### src/hw/rtl/u8u16_pkg.sv
// Package: shared types and constants of the UTF-8 to UTF-16 decoder.
`default_nettype none
package u8u16_pkg;

  localparam int QUEUE_DEPTH = 4;

  localparam int CP_W   = 21;
  localparam int UNIT_W = 16;

  typedef logic [CP_W-1:0]   cp_t;
  typedef logic [UNIT_W-1:0] unit_t;

  // code point handed from the front end to the queue
  typedef struct packed {
    logic valid;
    cp_t  cp;
  } cp_push_t;

  localparam cp_t   SUPP_BASE    = 21'h010000;
  localparam unit_t SURR_HI_BASE = 16'hD800;
  localparam unit_t SURR_LO_BASE = 16'hDC00;
  localparam logic [9:0] SURR_LO_MASK = 10'h3FF;

  localparam logic [7:0] CONT_MASK = 8'hC0;
  localparam logic [7:0] CONT_TAG  = 8'h80;

endpackage
`default_nettype wire

### src/hw/rtl/u8u16_front.sv
// Front end: takes UTF-8 bytes, assembles code points, pushes finished ones.
`default_nettype none
module u8u16_front (
  input  wire logic                 clk,
  input  wire logic                 rst,
  input  wire logic                 take,
  input  wire logic [7:0]           byte_in,
  input  wire logic                 last_byte,
  output u8u16_pkg::cp_push_t       emit
);

  localparam logic [1:0] NEED_NONE  = 2'd0;
  localparam logic [1:0] NEED_ONE   = 2'd1;
  localparam logic [1:0] NEED_TWO   = 2'd2;
  localparam logic [1:0] NEED_THREE = 2'd3;

  u8u16_pkg::cp_t partial;
  u8u16_pkg::cp_t partial_next;
  logic [1:0]     need;
  logic [1:0]     need_next;

  logic           is_cont;
  u8u16_pkg::cp_t shifted;

  assign is_cont = (byte_in & u8u16_pkg::CONT_MASK) == u8u16_pkg::CONT_TAG;
  assign shifted = {partial[u8u16_pkg::CP_W-7:0], byte_in[5:0]};

  always_comb begin
    partial_next = '0;
    need_next    = NEED_NONE;
    emit.valid   = 1'b0;
    emit.cp      = '0;
    if (need != NEED_NONE && is_cont) begin
      need_next = need - 2'd1;
      if (need == NEED_ONE) begin
        emit.valid = 1'b1;
        emit.cp    = shifted;
      end else begin
        partial_next = shifted;
      end
    end else begin
      // broken sequence: pending bits are dropped, byte read as a lead
      if (!byte_in[7]) begin
        emit.valid = 1'b1;
        emit.cp    = u8u16_pkg::CP_W'(byte_in);
      end else if (!byte_in[6]) begin
        // stray continuation, dropped
      end else if (!byte_in[5]) begin
        partial_next = u8u16_pkg::CP_W'(byte_in[4:0]);
        need_next    = NEED_ONE;
      end else if (!byte_in[4]) begin
        partial_next = u8u16_pkg::CP_W'(byte_in[3:0]);
        need_next    = NEED_TWO;
      end else if (!byte_in[3]) begin
        partial_next = u8u16_pkg::CP_W'(byte_in[2:0]);
        need_next    = NEED_THREE;
      end else begin
        // invalid lead, dropped
      end
    end
    if (last_byte) begin
      partial_next = '0;
      need_next    = NEED_NONE;
    end
    if (!take) begin
      emit.valid = 1'b0;
    end
  end

  always_ff @(posedge clk) begin
    if (rst) begin
      partial <= '0;
      need    <= NEED_NONE;
    end else if (take) begin
      partial <= partial_next;
      need    <= need_next;
    end
  end

endmodule
`default_nettype wire

### src/hw/rtl/u8u16_queue.sv
// Short queue of finished code points between front and back ends.
`default_nettype none
module u8u16_queue #(
  parameter int DEPTH = u8u16_pkg::QUEUE_DEPTH
) (
  input  wire logic                 clk,
  input  wire logic                 rst,
  input  wire u8u16_pkg::cp_push_t  wr,
  input  wire logic                 rd,
  output u8u16_pkg::cp_t            rd_data,
  output logic                      q_empty,
  output logic                      q_full
);

  localparam int PW = (DEPTH > 1) ? $clog2(DEPTH) : 1;
  localparam int CW = $clog2(DEPTH + 1);
  localparam logic [PW-1:0] LAST_SLOT = PW'(DEPTH - 1);

  u8u16_pkg::cp_t slots [DEPTH];
  logic [PW-1:0]  wptr;
  logic [PW-1:0]  rptr;
  logic [CW-1:0]  count;
  logic           do_wr;
  logic           do_rd;

  assign q_empty = count == '0;
  assign q_full  = count == CW'(DEPTH);
  assign do_wr   = wr.valid && !q_full;
  assign do_rd   = rd && !q_empty;
  assign rd_data = slots[rptr];

  always_ff @(posedge clk) begin
    if (do_wr) begin
      slots[wptr] <= wr.cp;
    end
  end

  always_ff @(posedge clk) begin
    if (rst) begin
      wptr  <= '0;
      rptr  <= '0;
      count <= '0;
    end else begin
      if (do_wr) begin
        wptr <= (wptr == LAST_SLOT) ? '0 : wptr + PW'(1);
      end
      if (do_rd) begin
        rptr <= (rptr == LAST_SLOT) ? '0 : rptr + PW'(1);
      end
      if (do_wr && !do_rd) begin
        count <= count + CW'(1);
      end else if (do_rd && !do_wr) begin
        count <= count - CW'(1);
      end
    end
  end

endmodule
`default_nettype wire

### src/hw/rtl/u8u16_back.sv
// Back end: turns code points into UTF-16 words, splitting surrogate pairs.
`default_nettype none
module u8u16_back (
  input  wire logic                 clk,
  input  wire logic                 rst,
  input  wire logic                 q_empty,
  input  wire u8u16_pkg::cp_t       q_data,
  output logic                      q_rd,
  input  wire logic                 pop,
  output logic                      empty,
  output u8u16_pkg::unit_t          code_unit,
  output logic                      last_of_run
);

  logic             out_valid;
  u8u16_pkg::unit_t out_unit;
  logic             out_last;
  logic             lo_pend;
  u8u16_pkg::unit_t lo_unit;

  logic             adv;
  logic             is_supp;
  u8u16_pkg::cp_t   cp_off;
  u8u16_pkg::unit_t hi_word;
  u8u16_pkg::unit_t lo_word;

  assign adv     = !out_valid || pop;
  assign q_rd    = adv && !lo_pend && !q_empty;
  assign is_supp = q_data >= u8u16_pkg::SUPP_BASE;
  assign cp_off  = q_data - u8u16_pkg::SUPP_BASE;
  assign hi_word = u8u16_pkg::SURR_HI_BASE + u8u16_pkg::UNIT_W'(cp_off[u8u16_pkg::CP_W-1:10]);
  assign lo_word = u8u16_pkg::SURR_LO_BASE
                 + u8u16_pkg::UNIT_W'(cp_off[9:0] & u8u16_pkg::SURR_LO_MASK);

  assign empty       = !out_valid;
  assign code_unit   = out_unit;
  assign last_of_run = out_last;

  always_ff @(posedge clk) begin
    if (rst) begin
      out_valid <= 1'b0;
      lo_pend   <= 1'b0;
    end else if (adv) begin
      if (lo_pend) begin
        out_valid <= 1'b1;
        lo_pend   <= 1'b0;
      end else if (!q_empty) begin
        out_valid <= 1'b1;
        lo_pend   <= is_supp;
      end else begin
        out_valid <= 1'b0;
      end
    end
  end

  always_ff @(posedge clk) begin
    if (adv) begin
      if (lo_pend) begin
        out_unit <= lo_unit;
        out_last <= 1'b1;
      end else if (is_supp) begin
        out_unit <= hi_word;
        out_last <= 1'b0;
        lo_unit  <= lo_word;
      end else begin
        out_unit <= q_data[u8u16_pkg::UNIT_W-1:0];
        out_last <= 1'b1;
      end
    end
  end

endmodule
`default_nettype wire

### src/hw/rtl/utf8_to_utf16_decoder.sv
// Top level: UTF-8 byte stream in, UTF-16 word stream out.
//
//  channel  dir  handshake          payload
//  -------  ---  -----------------  ----------------------------
//  bytes    in   push / full        byte_in[7:0], last_byte
//  words    out  empty / pop        code_unit[15:0], last_of_run
//
// Rates: one byte per cycle in while full is low; one word per cycle
//   out while pop is high and words are ready. A code point of 0x10000 or
//   above gives two words; the queue is not read while the low one waits.
// Path: a completed code point is queued, then turned into the output word.
// Reset: rst is synchronous; it clears the pending sequence, the code point
//   queue and the output word.
// Stalls: full rises only when the code point queue holds QUEUE_DEPTH
//   entries; the front end keeps taking bytes while the output word waits.
`default_nettype none
module utf8_to_utf16_decoder #(
  parameter int QUEUE_DEPTH = u8u16_pkg::QUEUE_DEPTH
) (
  input  wire logic        clk,
  input  wire logic        rst,
  input  wire logic        push,
  output logic             full,
  input  wire logic [7:0]  byte_in,
  input  wire logic        last_byte,
  input  wire logic        pop,
  output logic             empty,
  output logic [15:0]      code_unit,
  output logic             last_of_run
);

  u8u16_pkg::cp_push_t emit;
  u8u16_pkg::cp_t      q_data;
  logic                q_empty;
  logic                q_full;
  logic                q_rd;
  logic                take;

  // a byte is taken whenever the queue has room, finished code point or not
  assign full = q_full;
  assign take = push && !q_full;

  u8u16_front u_front (
    .clk       (clk),
    .rst       (rst),
    .take      (take),
    .byte_in   (byte_in),
    .last_byte (last_byte),
    .emit      (emit)
  );

  u8u16_queue #(
    .DEPTH (QUEUE_DEPTH)
  ) u_queue (
    .clk     (clk),
    .rst     (rst),
    .wr      (emit),
    .rd      (q_rd),
    .rd_data (q_data),
    .q_empty (q_empty),
    .q_full  (q_full)
  );

  // back end owns the output register; the low surrogate sits beside it
  u8u16_back u_back (
    .clk         (clk),
    .rst         (rst),
    .q_empty     (q_empty),
    .q_data      (q_data),
    .q_rd        (q_rd),
    .pop         (pop),
    .empty       (empty),
    .code_unit   (code_unit),
    .last_of_run (last_of_run)
  );

`ifndef SYNTHESIS
  // a high surrogate taken is followed at once by its low half
  a_pair_follows: assert property (@(posedge clk) disable iff (rst)
    (pop && !empty && !last_of_run) |=>
      (!empty && last_of_run && code_unit[15:10] == 6'b110111))
    else $error("low surrogate did not follow high surrogate");

  // only surrogate halves can leave last_of_run low
  a_mid_is_surr: assert property (@(posedge clk) disable iff (rst)
    (!empty && !last_of_run) |-> (code_unit[15:11] == 5'b11011))
    else $error("non-final word is not a surrogate");

  // queue full means code points are waiting
  a_full_has_data: assert property (@(posedge clk) disable iff (rst)
    q_full |-> !q_empty)
    else $error("queue full while empty");

  // after reset nothing is pending on either side
  a_reset_clear: assert property (@(posedge clk)
    rst |=> (empty && !full))
    else $error("reset did not clear the block");
`endif

endmodule
`default_nettype wire

### config.mk
export PLATFORM = sky130hd
export DESIGN_NAME = utf8_to_utf16_decoder
export DESIGN_NICKNAME = d
export VERILOG_FILES = /design/src/hw/rtl/u8u16_pkg.sv /design/src/hw/rtl/u8u16_front.sv /design/src/hw/rtl/u8u16_queue.sv /design/src/hw/rtl/u8u16_back.sv /design/src/hw/rtl/utf8_to_utf16_decoder.sv
export SDC_FILE = /design/constraint.sdc
export NUM_CORES = 1
export LEC_CHECK = 0
export BUFFER_PORTS_ARGS = -buffer_cell sky130_fd_sc_hd__buf_2
export CAP_MARGIN = 20
export CORE_MARGIN = 10
export CORE_UTILIZATION = 45
export DETAILED_ROUTE_END_ITERATION = 12
export GPL_ROUTABILITY_DRIVEN = 0
export GPL_TIMING_DRIVEN = 0
export SYNTH_ARGS = -nofsm -noshare
export SYNTH_HDL_FRONTEND = slang
export SYNTH_SLANG_ARGS = --single-unit
### constraint.sdc
create_clock -name clk -period 6 [get_ports clk]
set_input_delay 1.2 -clock clk [delete_from_list [all_inputs] [get_ports clk]]
set_output_delay 1.2 -clock clk [all_outputs]
set_load 0.1 [all_outputs]
==> results of run 1 <==
==> area by class of cell <==
cell class | count | area, um2
Inverter | 13 | 48.80
Clock inverter | 13 | 198.9
Fill cell | 1049 | 5688
Tap cell | 172 | 215.2
Multi-Input combinational cell | 202 | 1687
Sequential cell | 139 | 3894
Buffer | 18 | 81.33
Clock buffer | 18 | 439.2
Timing Repair Buffer | 35 | 265.3
==> worst register-to-register path, delay by kind of cell (launching register included) <==
| family | cells | cell delay [ns] |
|---|---|---|
| buf+inv | 4 | 1.59 |
| compound gates | 1 | 0.21 |
| mux | 1 | 0.49 |
| flops | 1 | 0.36 |
| simple gates | 3 | 1.09 |
==> cell families (layout without fill, tap and decap cells) <==
| family | Yosys count | after routing |
|---|---|---|
| simple gates | 109 | 109 |
| xor+xnor | 5 | 5 |
| flops | 139 | 139 |
| compound gates | 45 | 45 |
| buf+inv | 31 | 97 |
| fa+ha+maj | 11 | 11 |
| mux | 32 | 32 |
==> routing by layer <==
metal  part of all wire [%]  up-vias  GRT usage, %  wire, um
met5                      0        -             0         0
met4                    1.2        0         5.318       133
met3                    5.8       10         5.110       660
met2                     48       93         20.94      5495
met1                     45     1574         16.95      5147
li1                       -     1537             -         -
==> cells in the final DEF (no fill, tap or decap), types with 11 or more instances in the layout <==
cell / instances
edfxtp_1: 111
buf_2: 32
nor2_1: 30
dfxtp_1: 28
and2_1: 25
clkbuf_16: 17
nand2_1: 15
clkbuf_1: 14
mux4_2: 14
a22oi_1: 14
inv_1: 13
o21ai_0: 11
mux2i_1: 11
==> flip-flops by register name (all words and copies together), names as in the netlist, named ones only <==
name,cells
u_queue.slots,84
u_back.code_unit,16
u_front.partial,15
u_back.lo_unit,10
u_queue.count,3
u_front.need,2
u_queue.rptr,2
u_queue.wptr,2
u_back.last_of_run,1
u_back.lo_pend,1
u_back.out_valid,1
==> path summary, 6_finish.rpt <==
kind	endpoint	slack (ns)	depth (start not counted)
hold reg to reg	u_front.need[1]	0.50	2
hold / removal	u_front.need[1]	0.50	2
setup reg to reg	u_back.lo_unit[6]	1.96	9
setup / recovery	u_back.lo_unit[6]	1.96	9
==> power breakdown <==
group          switching, mW  total (mW)  internal (mW)  leakage [nW]
Combinational          0.792        1.10          0.309         0.786
Clock                  0.382        1.12          0.741         0.303
Sequential            0.0481        1.27           1.22          1.29
Total                   1.22        3.49           2.27          2.38
==> metrics by stage <==
| step | area [um2] | power, mW | instances | hold WS (ns) |
|---|---|---|---|---|
| finish | 6829 | 3.490 | 610 | 0.4971 |
| global route | 6829 | 3.655 | 610 | 0.5169 |
| CTS | 6824 | 3.524 | 609 | 0.4963 |
| detailed placement | 6186 | 2.395 | 578 | 0.4829 |
| global placement | 6071 | 2.369 | 573 | 0.4760 |
| floorplan | 5710 | 2.153 | 372 | 0.4570 |
==> impl_results.md, run 1 <==
- Initial antenna violation count: 0
- Total Die Area: 17600 um2
- Worst Hold Class: reg -> reg
- Multiplexer area fraction after synthesis: 10.67%
- Top Family by Delay on Critical Path: buffers and inverters
- Hold-fix buffers at CTS: 0
- Clk_lat worst skew: 0.41 ns
- Max stage delay on crit path: 0.59 ns
- Worst slack, placed: 1.433 ns
- Simple-Gate Fraction of Synth Area: 10.14%
- Measured slew at the worst slew-check pin: 0.6799 ns
- # DRC: 0
- Data required time of the worst path: about 6.1 ns
- Async SR Flop Fraction: 0%
- Clock Path Buffers: 2
- GR Overflow Total: 0
- Vias in the first global route: between 3k and 4k
- Post-synth top cells: edfxtp_1 (111), nor2_1 (30), dfxtp_1 (28)
- CTS tree: done
- Xor/xnor share of the synthesized area: 0.7669%
- Mapped Nets: 396
- CTS HTree Levels: 4
- CTS-repair resized insts: 0
- Synth Cell Area: about 5700 um2
- Core Footprint: 12520 um2
- Post-route setup slack: 1.957 ns
- # diodes: 0
- Share of the clock period used by the worst path: 67.39%
- Total of max-cap violations: 0
- CP bufs+invs: 4
- Status: completed
- Vias: 3214
- WL/cell: ~19 um
- Initial core utilization: 45.62%
- Worst IR Drop VDD: around 0.25 mV
- Power Density: 511.1 nW/um2
- Iteration-0 DRC Markers: 295
- TritonRoute pass-1 iters: 5
- Mapped Cells: 372
- Share of cells above drive strength 1: 19.86%
- Lkg Pwr: 2.376 nW
- Layout Utilization: ~55%
- Post-Synth Adder-Cell Area: under 10%
- Slew margin rel.: 54.68%
- Area contributors post-synth: edfxtp_1 (58%), dfxtp_1 (9.8%), mux4_2 (5.5%)
- Area growth syn-to-layout: 19.59%
- Post-synth top area share: 58.37%
- Io pins: 32
- Final worst path period need: 4.043 ns
- Clk sinks: 139
- Setup TNS: 0 ns
- WS Path Type: reg -> reg
- Worst-path clk slew: 0.06 ns
- Crit path cell chain: clkbuf_1 -> clkbuf_1 -> mux4_2 -> nor4_1 -> nand4_1 -> o21a_1 -> buf_2 -> nor3_1 -> buf_2
- Largest net degree at the start of global routing: 20
- Die width: 132.7 um
- EDFF count, synth: about 110
- # setup viols final: 0
- Clock Tree Root: clkbuf_16
- Yosys cell types: 43
- YS warnings: 0
- CP Capture Type: flop
- Worst path slowest cell: clkbuf_1
- Max Fclk: about 250 MHz
- Crit path max fanout: 10
- WL final: 11440 um
- Synth Area in Compound Gates: 5.412%
- Post-synthesis sequential area ratio: 68.19%
- CP startpoint kind: flop
- CP Data Arrival Time: 4.15 ns
- Postcts setup bufs: 0
- Main combinational cell family by area after synthesis: multiplexers
- Most common cell in the netlist: edfxtp_1
- Final hold violation count: 0
- Row count: 41
- Port bufs: 29
- Unrepaired setup endpoints after global routing: no
- # nets final: between 400 and 500
- Antenna Nets Post-Route: 0
- Register bit count reported by yosys: 139
- Global-route wire length before repair: 18410 um
- Hold_sp: u_front.need[1]
- Die H: 132.7 um
- Total GRT Usage: 13.58%
- Synth Flop Type: edfxtp_1
- Placed wire-length estimate: 7875 um
- CTS buffer count: 17
- Syn avg cell area: 15.35 um2
- Vias per cell: 5.269
- Leading area contributor after synthesis: edfxtp_1
- Clock skew: 0.006111 ns
- Slew Limit Fails: 0
Power figures use the tool's default switching activity.
==> run 2: changes to the inputs <==
==> constraint.sdc (replaced) <==
create_clock -name clk -period 4.25 [get_ports clk]
set_input_delay 0.85 -clock clk [delete_from_list [all_inputs] [get_ports clk]]
set_output_delay 0.85 -clock clk [all_outputs]
set_load 0.1 [all_outputs]
==> run 2 against run 1 <==
  * Highest routed layer unchanged
  * Via count hardly changed
  * Core utilization about the same
  * Non-clock buffer count unchanged
  * Cell count unchanged
  * Largest cell class unchanged
==> impl_results.md, run 2 (same netlist as run 1, synthesis figures left out) <==
- Share of cells above drive strength 1: 20.09% (was 19.86%)
- Worst IR Drop VDD: 0.3596 mV (was 0.2536 mV)
- Crit path cell chain: clkbuf_1 -> clkbuf_2 -> mux4_2 -> nor4_1 -> nand4_1 -> o21a_1 -> buf_2 -> nor3_1 -> buf_2 (was clkbuf_1 -> clkbuf_1 -> mux4_2 -> nor4_1 -> nand4_1 -> o21a_1 -> buf_2 -> nor3_1 -> buf_2)
- WL/cell: 18.73 um (was 18.75 um)
- CP startpoint kind: flop (unchanged)
- GR Overflow Total: 0 (unchanged)
- Max reg flops: 84 (unchanged)
- Vias per cell: 5.264 (was 5.269)
- Placed wire-length estimate: 7875 um (unchanged)
- Die H: 132.7 um (unchanged)
- Initial antenna violation count: 0 (unchanged)
- # setup viols final: 0 (unchanged)
- Clock skew: 0.006961 ns (was 0.006111 ns)
- Slew margin rel.: 56.51% (was 54.68%)
- Psw: 1.728 mW (was 1.222 mW)
- Final Cell Area: 6830 um2 (was 6829 um2)
- # nets final: 450 (unchanged)
- Setup TNS: 0 ns (unchanged)
- Row count: 41 (unchanged)
- Clock share of power: 32.2% (about the same)
- Final hold violation count: 0 (unchanged)
- Unrepaired setup endpoints after global routing: no (unchanged)
- Layout Utilization: 54.57% (was 54.56%)
- Hold-fix buffers at CTS: 0 (unchanged)
- # DRC: 0 (unchanged)
- Max stage delay on crit path: 0.56 ns (was 0.59 ns)
- Register-to-register setup slack: 0.45 ns (was 1.96 ns)
- Worst-path clk slew: 0.06 ns (about the same)
- Lkg Pwr: 2.379 nW (was 2.376 nW)
- Power Density: 721.9 nW/um2 (was 511.1 nW/um2)
- Share of the clock period used by the worst path: 89.49% (was 67.39%)
- # diodes: 0 (unchanged)
- Clock Tree Root: clkbuf_16 (unchanged)
- Placed cell area: 6186 um2 (unchanged)
- WL final: 11430 um (was 11440 um)
- Combinational Power Share: 31.5% (was 31.6%)
- Core Footprint: 12520 um2 (unchanged)
- Initial core utilization: 45.62% (unchanged)
- Total of max-cap violations: 0 (unchanged)
- Hold_ws: 0.4958 ns (was 0.4971 ns)
- Most frequent CP cell: buf_2
- Area growth syn-to-layout: 19.61% (was 19.59%)
- CTS tree: done (unchanged)
- Antenna Nets Post-Route: 0 (unchanged)
- Most frequent cells in the layout: edfxtp_1 (111), buf_2 (32), nor2_1 (30) (unchanged)
- Worst path slowest cell: nor3_1 (was clkbuf_1)
- CP Data Arrival Time: 3.92 ns (was 4.15 ns)
- Top reg by flops: u_queue.slots (unchanged)
- CP Capture Type: flop (unchanged)
- Fillers: 1048 (was 1049)
- Clock Path Buffers: 2 (unchanged)
- Total Die Area: 17600 um2 (unchanged)
- CTS-repair resized insts: 0 (unchanged)
- P_int: 3.202 mW (was 2.268 mW)
- Die width: 132.7 um (unchanged)
- Final worst path period need: 3.803 ns (was 4.043 ns)
- Max Fclk: 262.9 MHz (was 247.3 MHz)
- Crit path max fanout: 10 (unchanged)
- Largest net degree at the start of global routing: 20 (unchanged)
- Slew Limit Fails: 0 (unchanged)
- Flop pwr share: 36.2% (was 36.3%)
- Clk sinks: 139 (unchanged)
- Status: completed (unchanged)
- Most common cell after layout, fill and taps aside: edfxtp_1 (unchanged)
- Switching Fraction: 35.06% (was 35.02%)
- CTS buffer count: 17 (unchanged)
- Data required time of the worst path: 4.36 ns (was 6.11 ns)
- CTS HTree Levels: 4 (unchanged)
- Clk_lat worst skew: 0.42 ns (was 0.41 ns)
- Total power: 4.931 mW (was 3.490 mW)
- Vias: 3211 (was 3214)
- Worst Hold Class: reg -> reg (unchanged)
- Global-route wire length before repair: 18410 um (unchanged)
- Postcts setup bufs: 0 (unchanged)
- TritonRoute pass-1 iters: 5 (unchanged)
- Port bufs: 29 (unchanged)
- Io pins: 32 (unchanged)
- Vias in the first global route: 3277 (unchanged)
- Total GRT Usage: 13.58% (unchanged)
- Iteration-0 DRC Markers: 308 (was 295)
- WS Path Type: reg -> reg (unchanged)
- Measured slew at the worst slew-check pin: 0.6473 ns (was 0.6799 ns)
-- run 2: power by group through the flow --
stage	registers, mW	clock network [mW]	logic (mW)
floorplan	2.29	0	0.747
global route	1.81	1.68	1.67
finish	1.79	1.59	1.56
detailed placement	1.82	0	1.56
global placement	1.81	0	1.53
CTS	1.79	1.62	1.57
-- run 2: worst paths after layout --
kind / from / end / cells after the start
hold reg to reg: u_front.need[1] / u_front.need[1] / 2
setup / recovery: flop / u_back.lo_unit[9] / 9
hold / removal: u_front.need[1] / u_front.need[1] / 2
setup reg to reg: flop / u_back.lo_unit[9] / 9
-- run 2: worst max-delay path: cells and delay by family, from the launching register on --
kind                   cells  cell delay, ns
buffers and inverters      4            1.40
DFF                        1            0.36
AOI/OAI and AO/OA          1            0.21
muxes                      1            0.43
and+or+nand+nor            3            1.09
-- run 2: layout make-up --
cell class	count	area (um2)	share of cell area (%)
tap	172	215.2	3.151
multi-input combinational	202	1687	24.69
clock buffer	18	439.2	6.430
timing repair buffer	35	265.3	3.883
buffer	18	82.58	1.209
sequential	139	3894	57.01
inverter	13	48.80	0.7144
clock inverter	13	198.9	2.913
-- run 2: per-layer routing --
metal | GRT usage [%] | wire (um) | up-vias
met1 | 16.95 | 5231 | 1569
met4 | 5.318 | 194 | 0
met3 | 5.110 | 609 | 15
met2 | 20.94 | 5390 | 90
met5 | 0 | 0 | -
li1 | - | - | 1537
-- run 2: metrics by stage --
stage | instances | setup WS, ns
after floorplan | 372 | 0.05248
after detailed placement | 578 | 0.03306
final | 610 | 0.4468
after global routing | 610 | 0.01893
after CTS | 609 | 0.1353
after global placement | 573 | -0.09242
